## src/rtl/swr_pkg.sv

```systemverilog
// Shared types and constants of the sliding-window reorder receiver.
`default_nettype none
package swr_pkg;

    localparam int WINDOW_DEPTH = 32;
    localparam int REF_W        = 16;
    localparam int SEQ_W        = 32;
    localparam int WIN_W        = 6;
    localparam int SLOT_IDX_W   = (WINDOW_DEPTH > 1) ? $clog2(WINDOW_DEPTH) : 1;
    localparam int Q_DEPTH      = 2;
    localparam int Q_PTR_W      = (Q_DEPTH > 1) ? $clog2(Q_DEPTH) : 1;
    localparam int Q_CNT_W      = $clog2(Q_DEPTH + 1);

    localparam logic [1:0] KIND_DELIVER = 2'd0;
    localparam logic [1:0] KIND_ACK     = 2'd1;
    localparam logic [1:0] KIND_FIN     = 2'd2;

    typedef struct packed {
        logic [SEQ_W-1:0] seq_num;
        logic             fin_flag;
        logic [REF_W-1:0] payload_ref;
    } q_item_t;

    typedef struct packed {
        logic [WIN_W-1:0] window_size;
        logic             ack_load;
        logic [SEQ_W-1:0] ack_init;
    } cfg_t;

    typedef struct packed {
        logic [1:0]       kind;
        logic [REF_W-1:0] out_ref;
        logic [SEQ_W-1:0] ack_value;
        logic [WIN_W-1:0] free_slots;
        logic             last;
    } out_item_t;

endpackage
`default_nettype wire

```

## src/rtl/sliding_window_reorder_receiver.sv

```systemverilog
// Results: a delivery or FIN result is registered in the classify state, the ack of a stored item
// in the pick state after a match state; the closing ack of a delivery follows a match and a pick.
// The engine works one item at a time: idle, classify, then match and pick for a delivered or stored
// item, plus a match and a pick per buffered item drained; ignored and FIN items end after classify.
// Reset (aresetn low, synchronous): window_size = 32, ack number = 0, store empty, session open.
// The store needs no clearing pass; its valid bits clear at once.
`default_nettype none
module sliding_window_reorder_receiver (
    input  wire logic        aclk,
    input  wire logic        aresetn,
    // Packet header items.
    input  wire logic        s_tvalid,
    output logic             s_tready,
    input  wire logic [47:0] s_tdata,   // seq_num[31:0], payload_ref[47:32]
    input  wire logic [1:0]  s_tuser,   // sum_ok[0], fin_flag[1]
    // Result items.
    output logic             m_tvalid,
    input  wire logic        m_tready,
    output logic [55:0]      m_tdata,   // out_ref[15:0], ack_value[47:16], free_slots[53:48], 0
    output logic [1:0]       m_tuser,   // kind[1:0]
    output logic             m_tlast,
    // Configuration port.
    input  wire logic        psel,
    input  wire logic        penable,
    input  wire logic        pwrite,
    input  wire logic [2:0]  paddr,
    input  wire logic [31:0] pwdata,
    output logic [31:0]      prdata,
    output logic             pready
);
    import swr_pkg::*;

    localparam logic REG_WINDOW_SIZE = 1'b0;
    localparam logic REG_START_ACK   = 1'b1;

    logic [WIN_W-1:0] window_size_reg;
    logic [SEQ_W-1:0] start_ack_reg;
    logic             cfg_write;
    cfg_t             cfg;

    logic             push_valid;
    logic             push_ready;
    q_item_t          push_item;
    logic             pop_valid;
    logic             pop_ready;
    q_item_t          pop_item;
    out_item_t        out_item;

    // Registers sit at byte addresses 0 and 4; address bit 2 picks one.
    assign pready    = 1'b1;
    assign cfg_write = psel && penable && pwrite && pready;
    assign prdata    = (paddr[2] == REG_START_ACK) ? start_ack_reg
                                                   : {{(32 - WIN_W){1'b0}}, window_size_reg};

    always_ff @(posedge aclk) begin
        if (!aresetn) begin
            window_size_reg <= WIN_W'(32);
            start_ack_reg   <= '0;
        end else if (cfg_write) begin
            if (paddr[2] == REG_WINDOW_SIZE) begin
                window_size_reg <= pwdata[WIN_W-1:0];
            end else begin
                start_ack_reg <= pwdata;
            end
        end
    end

    // Writing start_ack also reloads the acknowledged number in the engine.
    assign cfg.window_size = window_size_reg;
    assign cfg.ack_load    = cfg_write && (paddr[2] == REG_START_ACK);
    assign cfg.ack_init    = pwdata;

    // Front: input register that discards items with a failed checksum.
    swr_front u_front (
        .aclk       (aclk),
        .aresetn    (aresetn),
        .s_tvalid   (s_tvalid),
        .s_tready   (s_tready),
        .s_tdata    (s_tdata),
        .s_tuser    (s_tuser),
        .push_valid (push_valid),
        .push_ready (push_ready),
        .push_item  (push_item)
    );

    // Queue: lets the front keep taking items while the engine drains the store.
    swr_queue u_queue (
        .aclk       (aclk),
        .aresetn    (aresetn),
        .push_valid (push_valid),
        .push_ready (push_ready),
        .push_item  (push_item),
        .pop_valid  (pop_valid),
        .pop_ready  (pop_ready),
        .pop_item   (pop_item)
    );

    // Back: classifies against the window, stores, drains and emits results through its own
    // output register, so a stalled consumer holds the engine and, once the queue fills, the input.
    swr_back u_back (
        .aclk      (aclk),
        .aresetn   (aresetn),
        .cfg       (cfg),
        .pop_valid (pop_valid),
        .pop_ready (pop_ready),
        .pop_item  (pop_item),
        .m_valid   (m_tvalid),
        .m_ready   (m_tready),
        .m_item    (out_item)
    );

    assign m_tdata = {2'b00, out_item.free_slots, out_item.ack_value, out_item.out_ref};
    assign m_tuser = out_item.kind;
    assign m_tlast = out_item.last;

endmodule
`default_nettype wire

```

## src/rtl/swr_front.sv

```systemverilog
// Input stage: takes packet headers, drops failed checksums, hands the rest to the queue.
`default_nettype none
module swr_front (
    input  wire logic            aclk,
    input  wire logic            aresetn,
    input  wire logic            s_tvalid,
    output logic                 s_tready,
    input  wire logic [47:0]     s_tdata,   // seq_num[31:0], payload_ref[47:32]
    input  wire logic [1:0]      s_tuser,   // sum_ok[0], fin_flag[1]
    output logic                 push_valid,
    input  wire logic            push_ready,
    output swr_pkg::q_item_t     push_item
);
    import swr_pkg::*;

    logic    hold_valid_reg;
    q_item_t hold_item_reg;

    // The holding register frees up whenever its item moves on to the queue.
    assign s_tready   = !hold_valid_reg || push_ready;
    assign push_valid = hold_valid_reg;
    assign push_item  = hold_item_reg;

    always_ff @(posedge aclk) begin
        if (!aresetn) begin
            hold_valid_reg <= 1'b0;
        end else if (s_tready) begin
            hold_valid_reg <= s_tvalid && s_tuser[0];
        end
    end

    always_ff @(posedge aclk) begin
        if (s_tready && s_tvalid) begin
            hold_item_reg.seq_num     <= s_tdata[SEQ_W-1:0];
            hold_item_reg.payload_ref <= s_tdata[SEQ_W +: REF_W];
            hold_item_reg.fin_flag    <= s_tuser[1];
        end
    end

endmodule
`default_nettype wire

```

## src/rtl/swr_queue.sv

```systemverilog
// Short FIFO that decouples the input stage from the window engine.
`default_nettype none
module swr_queue (
    input  wire logic            aclk,
    input  wire logic            aresetn,
    input  wire logic            push_valid,
    output logic                 push_ready,
    input  wire swr_pkg::q_item_t push_item,
    output logic                 pop_valid,
    input  wire logic            pop_ready,
    output swr_pkg::q_item_t     pop_item
);
    import swr_pkg::*;

    q_item_t              mem_reg [Q_DEPTH];
    logic [Q_PTR_W-1:0]   wr_ptr_reg;
    logic [Q_PTR_W-1:0]   rd_ptr_reg;
    logic [Q_CNT_W-1:0]   count_reg;
    logic                 do_push;
    logic                 do_pop;

    assign push_ready = (count_reg != Q_CNT_W'(Q_DEPTH));
    assign pop_valid  = (count_reg != '0);
    assign pop_item   = mem_reg[rd_ptr_reg];
    assign do_push    = push_valid && push_ready;
    assign do_pop     = pop_valid && pop_ready;

    function automatic logic [Q_PTR_W-1:0] ptr_inc(input logic [Q_PTR_W-1:0] p);
        ptr_inc = (p == Q_PTR_W'(Q_DEPTH - 1)) ? '0 : p + 1'b1;
    endfunction

    always_ff @(posedge aclk) begin
        if (!aresetn) begin
            wr_ptr_reg <= '0;
            rd_ptr_reg <= '0;
            count_reg  <= '0;
        end else begin
            if (do_push) begin
                wr_ptr_reg <= ptr_inc(wr_ptr_reg);
            end
            if (do_pop) begin
                rd_ptr_reg <= ptr_inc(rd_ptr_reg);
            end
            if (do_push && !do_pop) begin
                count_reg <= count_reg + 1'b1;
            end else if (do_pop && !do_push) begin
                count_reg <= count_reg - 1'b1;
            end
        end
    end

    always_ff @(posedge aclk) begin
        if (do_push) begin
            mem_reg[wr_ptr_reg] <= push_item;
        end
    end

endmodule
`default_nettype wire

```

## src/rtl/swr_back.sv

```systemverilog
// Window engine: reorder store, ack tracking, drain sequencer and result register.
`default_nettype none
module swr_back (
    input  wire logic             aclk,
    input  wire logic             aresetn,
    input  wire swr_pkg::cfg_t    cfg,
    input  wire logic             pop_valid,
    output logic                  pop_ready,
    input  wire swr_pkg::q_item_t pop_item,
    output logic                  m_valid,
    input  wire logic             m_ready,
    output swr_pkg::out_item_t    m_item
);
    import swr_pkg::*;

    typedef enum logic [3:0] {
        ST_IDLE     = 4'b0001,
        ST_CLASSIFY = 4'b0010,
        ST_MATCH    = 4'b0100,
        ST_PICK     = 4'b1000
    } state_t;

    state_t                  state_reg, state_next;
    q_item_t                 cur_reg;
    logic [SEQ_W-1:0]        acked_reg, acked_next;
    logic [WIN_W-1:0]        held_reg, held_next;
    logic                    session_done_reg, session_done_next;
    logic [SEQ_W-1:0]        key_reg, key_next;
    logic                    drain_reg, drain_next;
    logic [WINDOW_DEPTH-1:0] slot_valid_reg;
    logic [SEQ_W-1:0]        slot_seq_reg [WINDOW_DEPTH];
    logic [REF_W-1:0]        slot_ref_reg [WINDOW_DEPTH];
    logic [WINDOW_DEPTH-1:0] match_reg;
    logic                    m_valid_reg;
    out_item_t               m_item_reg;

    logic [WIN_W-1:0]        eff;
    logic [SEQ_W-1:0]        seq_delta;
    logic                    in_order;
    logic                    in_window;
    logic                    match_any;
    logic [SLOT_IDX_W-1:0]   match_idx;
    logic [SLOT_IDX_W-1:0]   free_idx;
    logic                    out_free;
    logic                    emit;
    out_item_t               emit_item;
    logic                    wr_en;
    logic                    clr_en;

    function automatic logic [WIN_W-1:0] free_of(input logic [WIN_W-1:0] w,
                                                 input logic [WIN_W-1:0] h);
        free_of = (w > h) ? w - h : '0;
    endfunction

    function automatic logic [SLOT_IDX_W-1:0] first_set(input logic [WINDOW_DEPTH-1:0] v);
        logic [SLOT_IDX_W-1:0] idx;
        idx = '0;
        for (int i = WINDOW_DEPTH - 1; i >= 0; i--) begin
            if (v[i]) begin
                idx = SLOT_IDX_W'(i);
            end
        end
        first_set = idx;
    endfunction

    assign eff       = (cfg.window_size < WIN_W'(WINDOW_DEPTH)) ? cfg.window_size
                                                                : WIN_W'(WINDOW_DEPTH);
    assign seq_delta = cur_reg.seq_num - acked_reg;
    assign in_order  = (seq_delta == SEQ_W'(1));
    assign in_window = (seq_delta >= SEQ_W'(2)) && (seq_delta <= SEQ_W'(eff)) &&
                       (held_reg < eff);
    assign match_any = |match_reg;
    assign match_idx = first_set(match_reg);
    assign free_idx  = first_set(~slot_valid_reg);
    assign out_free  = !m_valid_reg || m_ready;
    assign pop_ready = (state_reg == ST_IDLE);
    assign m_valid   = m_valid_reg;
    assign m_item    = m_item_reg;

    always_comb begin
        state_next        = state_reg;
        acked_next        = acked_reg;
        held_next         = held_reg;
        session_done_next = session_done_reg;
        key_next          = key_reg;
        drain_next        = drain_reg;
        emit              = 1'b0;
        emit_item         = '0;
        wr_en             = 1'b0;
        clr_en            = 1'b0;
        case (state_reg)
            ST_IDLE: begin
                if (pop_valid) begin
                    state_next = ST_CLASSIFY;
                end
            end
            ST_CLASSIFY: begin
                if (session_done_reg) begin
                    state_next = ST_IDLE;
                end else if (cur_reg.fin_flag) begin
                    if (out_free) begin
                        emit                 = 1'b1;
                        emit_item.kind       = KIND_FIN;
                        emit_item.ack_value  = cur_reg.seq_num;
                        emit_item.free_slots = free_of(eff, held_reg);
                        emit_item.last       = 1'b1;
                        session_done_next    = 1'b1;
                        state_next           = ST_IDLE;
                    end
                end else if (in_order) begin
                    if (out_free) begin
                        emit                 = 1'b1;
                        emit_item.kind       = KIND_DELIVER;
                        emit_item.out_ref    = cur_reg.payload_ref;
                        emit_item.ack_value  = cur_reg.seq_num;
                        emit_item.free_slots = free_of(eff, held_reg);
                        acked_next           = cur_reg.seq_num;
                        key_next             = cur_reg.seq_num + 1'b1;
                        drain_next           = 1'b1;
                        state_next           = ST_MATCH;
                    end
                end else if (in_window) begin
                    key_next   = cur_reg.seq_num;
                    drain_next = 1'b0;
                    state_next = ST_MATCH;
                end else begin
                    state_next = ST_IDLE;
                end
            end
            ST_MATCH: begin
                state_next = ST_PICK;
            end
            ST_PICK: begin
                if (drain_reg) begin
                    if (match_any) begin
                        if (out_free) begin
                            emit                 = 1'b1;
                            clr_en               = 1'b1;
                            held_next            = (held_reg != '0) ? held_reg - 1'b1 : '0;
                            emit_item.kind       = KIND_DELIVER;
                            emit_item.out_ref    = slot_ref_reg[match_idx];
                            emit_item.ack_value  = key_reg;
                            emit_item.free_slots = free_of(eff, held_next);
                            acked_next           = key_reg;
                            key_next             = key_reg + 1'b1;
                            state_next           = ST_MATCH;
                        end
                    end else if (out_free) begin
                        emit                 = 1'b1;
                        emit_item.kind       = KIND_ACK;
                        emit_item.ack_value  = acked_reg;
                        emit_item.free_slots = free_of(eff, held_reg);
                        emit_item.last       = 1'b1;
                        state_next           = ST_IDLE;
                    end
                end else if (match_any) begin
                    // Already stored: dropped silently.
                    state_next = ST_IDLE;
                end else if (out_free) begin
                    wr_en                = 1'b1;
                    held_next            = held_reg + 1'b1;
                    emit                 = 1'b1;
                    emit_item.kind       = KIND_ACK;
                    emit_item.ack_value  = acked_reg;
                    emit_item.free_slots = free_of(eff, held_next);
                    emit_item.last       = 1'b1;
                    state_next           = ST_IDLE;
                end
            end
            default: begin
                state_next = ST_IDLE;
            end
        endcase
    end

    always_ff @(posedge aclk) begin
        if (!aresetn) begin
            state_reg        <= ST_IDLE;
            acked_reg        <= '0;
            held_reg         <= '0;
            session_done_reg <= 1'b0;
            drain_reg        <= 1'b0;
            slot_valid_reg   <= '0;
            m_valid_reg      <= 1'b0;
        end else begin
            state_reg        <= state_next;
            held_reg         <= held_next;
            session_done_reg <= session_done_next;
            drain_reg        <= drain_next;
            if (cfg.ack_load) begin
                acked_reg <= cfg.ack_init;
            end else begin
                acked_reg <= acked_next;
            end
            if (wr_en) begin
                slot_valid_reg[free_idx] <= 1'b1;
            end
            if (clr_en) begin
                slot_valid_reg[match_idx] <= 1'b0;
            end
            if (emit) begin
                m_valid_reg <= 1'b1;
            end else if (m_ready) begin
                m_valid_reg <= 1'b0;
            end
        end
    end

    always_ff @(posedge aclk) begin
        if (pop_valid && pop_ready) begin
            cur_reg <= pop_item;
        end
        key_reg <= key_next;
        for (int i = 0; i < WINDOW_DEPTH; i++) begin
            match_reg[i] <= slot_valid_reg[i] && (slot_seq_reg[i] == key_reg);
        end
        if (wr_en) begin
            slot_seq_reg[free_idx] <= cur_reg.seq_num;
            slot_ref_reg[free_idx] <= cur_reg.payload_ref;
        end
        if (emit) begin
            m_item_reg <= emit_item;
        end
    end

endmodule
`default_nettype wire

```

## config.mk

```make
export PLATFORM = sky130hd
export DESIGN_NAME = sliding_window_reorder_receiver
export DESIGN_NICKNAME = d
export VERILOG_FILES = /design/src/rtl/swr_pkg.sv /design/src/rtl/sliding_window_reorder_receiver.sv /design/src/rtl/swr_front.sv /design/src/rtl/swr_queue.sv /design/src/rtl/swr_back.sv
export SDC_FILE = /design/constraint.sdc
export NUM_CORES = 2
export LEC_CHECK = 0
export BUFFER_PORTS_ARGS = -buffer_cell sky130_fd_sc_hd__buf_4
export CORE_MARGIN = 1
export CORE_UTILIZATION = 55
export CTS_BUF_LIST = sky130_fd_sc_hd__clkbuf_2 sky130_fd_sc_hd__clkbuf_4 sky130_fd_sc_hd__clkbuf_8
export DETAILED_ROUTE_END_ITERATION = 8
export PLACE_DENSITY = 0.74
export SLEW_MARGIN = 10
export SYNTH_ARGS = -nofsm -noshare
export SYNTH_HDL_FRONTEND = slang
export SYNTH_SLANG_ARGS = --single-unit
```

## constraint.sdc

```tcl
create_clock -name aclk -period 8.5 [get_ports aclk]
set_input_delay 0.425 -clock aclk [delete_from_list [all_inputs] [get_ports aclk]]
set_output_delay 0.425 -clock aclk [all_outputs]
set_load 0.03 [all_outputs]
```

# Yosys cells after proc, flatten, opt, wreduce, memory -nomap -nowiden
# Memory sizes are Yosys's and may differ from the RTL's. A register that Yosys moved wholly into a read port is not among the register bits.
# Cells that the tools add are included.
# word_totals
ff_bits	290
ramBits	1634
input_bits	92
output_inout_bits	94
elab_cells	340
mem_count	3
# mem_list
memory	depth	width	read_ports	rd_ports_with_merged_regs	wr	line_no	rtl
u_back.slot_seq_reg	32	32	32	0	1	swr_back.sv:31	logic [SEQ_W-1:0] slot_seq_reg [WINDOW_DEPTH];
u_back.slot_ref_reg	32	16	1	0	1	swr_back.sv:32	logic [REF_W-1:0] slot_ref_reg [WINDOW_DEPTH];
u_queue.mem_reg	2	49	1	1	1	swr_queue.sv:15	q_item_t mem_reg [Q_DEPTH];
# classes
addsub	12
order_cmp	11
n_eq_ne	57
mux	161
bitwise_logic	7
reduce_logical	66
# ops
cell	n
32-bit equality test	32
32-bit two-way mux	20
5-bit two-way mux	64
39-bit two-way mux	5
32-bit one-hot mux with 2 select lines	2
57-bit one-hot mux with 2 select lines	1
54-bit two-way mux	2
38-bit two-way mux	2
32-bit by 1-bit adder with 32-bit output (second input constant)	2
32-bit inverter	2
6-bit two-way mux	10
57-bit two-way mux	1
56-bit two-way mux	1
16-bit two-way mux	3
1-bit logical AND	45
4-bit two-way mux	9
32-bit bitwise AND	1
32-bit by 1-bit equality test with 1-bit output (second input constant)	1
32-bit by 2-bit greater-or-equal comparator with 1-bit output (second input constant)	1
32-bit by 6-bit <= comparator with 1-bit output	1
32-bit bitwise OR	1
32-bit OR reduction	1
32-bit subtractor	1
1-bit two-way mux	29
other kinds (34)	77

# Logic depth before layout (Yosys ltp)
# logic_depth
word_depth	42
depth_mapped	17
mapped_depth_nobuf	17

# Cells and area by module
# From an unflattened synthesis, not the netlist that was laid out.
# unflattened
cells_unflattened	6061
area_unflattened_um2	85024.0
# by_module_without_submodules
module	n_inst	cells_each	area_per_inst_um2	seq_area_each_um2
swr_back	1	5630	77912.2	52450.3
swr_queue	1	176	3771.1	3042.9
sliding_window_reorder_receiver	1	201	1811.7	760.7
swr_front	1	54	1529.0	1491.4

# Worst setup path before layout
# OpenSTA, ideal clock, no wires.
# synth_path
path_type	reg2reg
from	reg u_back.match_reg[3]
to	mem u_back.slot_ref_reg[1][0], enable pin
setup_ns	0.523
arrival_ns	5.819
t_required_ns	7.977
path_slack_ns	2.158
path_stages_with_launch	10
path_buffers	0
synth_period_minus_slack_ns	6.342
path_cell_list	dfxtp_1 nor4_1 nand2_1 nor2_1 nand3_1 nor2_1 nand3_1 nor3_1 nand2_1 nor3b_1
# synth_between
elab_chain_cells	6
# synth_rtl
element	line_no	rtl
start: declaration	swr_back.sv:33	logic [WINDOW_DEPTH-1:0] match_reg;
start signal: indexed assignment	swr_back.sv:215	match_reg[i] <= slot_valid_reg[i] && (slot_seq_reg[i] == key_reg);
32-bit OR reduction	swr_back.sv:72	assign match_any = |match_reg;
1-bit two-way mux	swr_back.sv:156	end else if (match_any) begin
1-bit two-way mux	swr_back.sv:134	if (drain_reg) begin
1-bit two-way mux	swr_back.sv:91	case (state_reg)
1-bit two-way mux	swr_back.sv:217	if (wr_en) begin
1-bit two-way mux (implied by the code)	swr_back.sv:219	slot_ref_reg[free_idx] <= cur_reg.payload_ref;
end: declaration	swr_back.sv:32	
# No other way between the ends.

# Worst setup path after layout
# layout_path
from	reg u_back.cur_reg[32] (netlist name)
to	reg u_back.m_item_reg (netlist bit u_back.m_item[54]), enable pin
# layout_between
elab_chain_cells	6
# layout_rtl
element	line_no	rtl
32-bit subtractor	swr_back.sv:68	assign seq_delta = cur_reg.seq_num - acked_reg;
32-bit by 1-bit equality test with 1-bit output	swr_back.sv:69	assign in_order = (seq_delta == SEQ_W'(1));
1-bit two-way mux	swr_back.sv:110	end else if (in_order) begin
1-bit two-way mux	swr_back.sv:100	end else if (cur_reg.fin_flag) begin
1-bit two-way mux	swr_back.sv:98	if (session_done_reg) begin
1-bit one-hot mux with 2 select lines	swr_back.sv:91	
via u_back.emit	swr_back.sv:45	logic emit;
end signal: assignment	swr_back.sv:222	m_item_reg <= emit_item;
end: declaration	swr_back.sv:35	out_item_t m_item_reg;
# The timed path passes the listed nets, and every way through them passes these cells.
# A chain may end at the register's enable or synchronous reset.

==> key figures <==
Status
  • Status: finished clean

Placed design
  • Pre-CTS setup slack: 2.86 ns
  • Gp weighted congestion: 0.934
  • Placed cell area: 88100 µm²
  • DP HPWL: 148000 µm
  • IO Port Bufs: 180

Clock tree
  • # clock sinks: 1973
  • H-tree depth: 5
  • CTS tree: built
  • Setup Buffers After CTS: 0
  • CTS buffer count: 317
  • Root buf cell: clkbuf_8
  • CTS Buffer Depth: 4
  • Clock slew at reported path FFs: 0.07 ns
  • Clock latency at the later pin of the worst-skew pair: 1.05 ns
  • Post-CTS Resized: 0

Power and ir drop
  • Power per standard cell area: 248 nW/µm²
  • Leakage: 30.7 nW
  • VDD IR max: 0.274 mV

Setup path
  • Critical Path Source: u_back.cur_reg[32]
  • Reg2reg start: u_back.cur_reg[32]
  • Kind of critical path: flop to flop
  • Reg2reg setup slack: 2.71 ns
  • Crit start category: flop
  • Worst setup EP type: flop
  • Worst Reg2Reg Path Length in Cells: 13
  • Critical Path AT: 6.40 ns
  • Worst path required time: 9.12 ns
  • Crit Path Max Fanout: 57

Routing
  • Antenna viol nets, final: 0
  • DRC viols: 0
  • Via/cell ratio: 6.36
  • WL per Instance: 30.1 µm
  • Drt total wl: 260000 µm
  • Drt initial violations: 8633
  • Total number of vias: 55024
  • Pre-antenna DRT Iters: 6

Yosys
  • Distinct cells, synth: 87
  • Sequential fraction of the synthesis area: 68.9%
  • Ys Warns: 0
  • Most used DFF post-synth: edfxtp_1
  • Cells after synthesis: 5936
  • #FFs+latches synth: 1973
  • Async set or reset register ratio after synthesis: 0%
  • Cell Area, Synth: 83700 µm²
  • Syn avg cell area: 14.1 µm²
  • EDFF count, synth: 1821

Global route
  • Vias in the first global route: 52632
  • First-pass GRT wire length: 365000 µm
  • GRT Residual Overflow: 0
  • Largest net degree at the start of global routing: 110
  • Initial antenna violation count: 13
  • Tot GR Track Use: 33.7%

Min path
  • Worst min-delay path startpoint: s_tdata[31]
  • Worst hold path type: primary input to flop
  • Hold depth: 2

Floorplan
  • Starting density of the core: 55.6%
  • Die Span X: 392 µm
  • Full die area: 154000 µm²
  • IO Pins: 186
  • Row count: 142
  • Core area: 150000 µm²
  • Die H: 392 µm

Cells and area
  • Synthesis-to-layout area growth: 13.3%
  • Max FFs per register: 1024
  • Layout cells sized above 1: 14.8%
  • Final nets: 6568
  • Commonest non-fill, non-tap cell in the layout: edfxtp_1
  • Design area: 94900 µm²
  • Final Util: 63.1%
  • Commonest cells after routing, fill and taps aside: edfxtp_1 (1821), xnor2_1 (853), nand2_1 (573), buf_4 (345), clkbuf_8 (332)

STA
  • Post-route setup TNS: 0 ns
  • Final hold vios: 0
  • Least-Margin Pin Slew: 1.33 ns
  • Fin. max-slew vios: 0
  • Slew HR: 11.0%
  • RSZ-0062 raised after global routing: no
  • Fin crit share: 68.1%
  • Final WS setup: 2.71 ns
  • Endpoints failing setup: 0
  • Period minus WS final: 5.79 ns
  • Clock Skew: 0.0697 ns
  • Fmax: 173 MHz

Job
  • Maximum capacitance violations: 0
## per-stage QoR
| stage | hold slack [ns] | cells | total power [mW] |
|---|---|---|---|
| floorplan | 0.421 | 5937 | 13.8 |
| global placement | 0.423 | 8017 | 15.7 |
| detailed placement | 0.432 | 8017 | 15.8 |
| CTS | 0.00566 | 8648 | 23.4 |
| global route | 0.0373 | 8649 | 24.0 |
| finish | 0.0944 | 8656 | 23.5 |
## per-layer routing
metal | track usage, % | share of wire, % | vias up
met5 | 0 | 0.011 | -
met4 | 18.0 | 5.7 | 4
met3 | 8.78 | 14 | 784
met2 | 50.8 | 44 | 4212
met1 | 44.9 | 36 | 26976
li1 | - | - | 23048
## cell usage after synthesis, types with 116 or more instances
master | instances | area [µm²]
edfxtp_1 | 1821 | 54700
xnor2_1 | 853 | 7470
nand2_1 | 575 | 2160
nand4_1 | 259 | 1620
xor2_1 | 244 | 2140
clkbuf_1 | 184 | 691
nand3_1 | 179 | 896
nor2_1 | 172 | 646
a21oi_1 | 169 | 846
dfxtp_1 | 152 | 3040
nor4_1 | 143 | 895
inv_1 | 116 | 435
## power by group
group	internal (mW)	leakage [nW]	switching (mW)	total (mW)
registers	11.8	17.6	0.522	12.3
logic	0.780	10.1	2.75	3.53
clock network	4.07	3.08	3.64	7.72
total	16.6	30.7	6.91	23.5
## kinds of logic (layout without fill, tap and decap cells)
| group | Yosys count | count (layout) | share of synthesized area (%) |
|---|---|---|---|
| other cells | 2 | 11 | 0.00897 |
| xor+xnor | 1097 | 1097 | 11.5 |
| mux | 147 | 147 | 1.84 |
| buf+inv | 402 | 1097 | 1.85 |
| simple gates | 1584 | 1584 | 9.44 |
| flops | 1973 | 1973 | 68.9 |
| compound gates | 666 | 666 | 5.45 |
| fa+ha+maj | 65 | 65 | 1.01 |
## area by class of cell
class,instances,area [µm²]
Fill cell,10804,55600
Clock buffer,421,5240
Inverter,119,447
Antenna cell,8,20.0
Multi-Input combinational cell,3562,24800
Timing Repair Buffer,438,3540
Clock inverter,119,597
Sequential cell,1973,57700
Tap cell,2016,2520
## critical path, stage by stage, from the launching register on
cell	delay [ns]
edfxtp_1	0.36
buf_4	0.30
ha_1	0.58
nand4_2	0.17
or3_1	0.43
a311oi_1	0.57
o21a_1	0.18
o311ai_1	0.13
nor4_4	0.40
nand4_4	0.28
nand4bb_4	0.31
or2_1	0.36
a21oi_1	0.37
o21a_4	0.84
## repair_timing
item / in CTS / in global routing
endpoints found under the hold margin: 160 / 0
hold buffers: 91 / 0
setup endpoints to repair: 0 / 0
## worst paths after layout
check / end
worst max-delay path: u_back.m_item[54]
worst min-delay path: u_front.push_item[48]
worst max register to register: u_back.m_item[54]
worst min register to register: u_queue.mem_reg[0][36]
No activity file was read; power rests on OpenSTA's default activity.
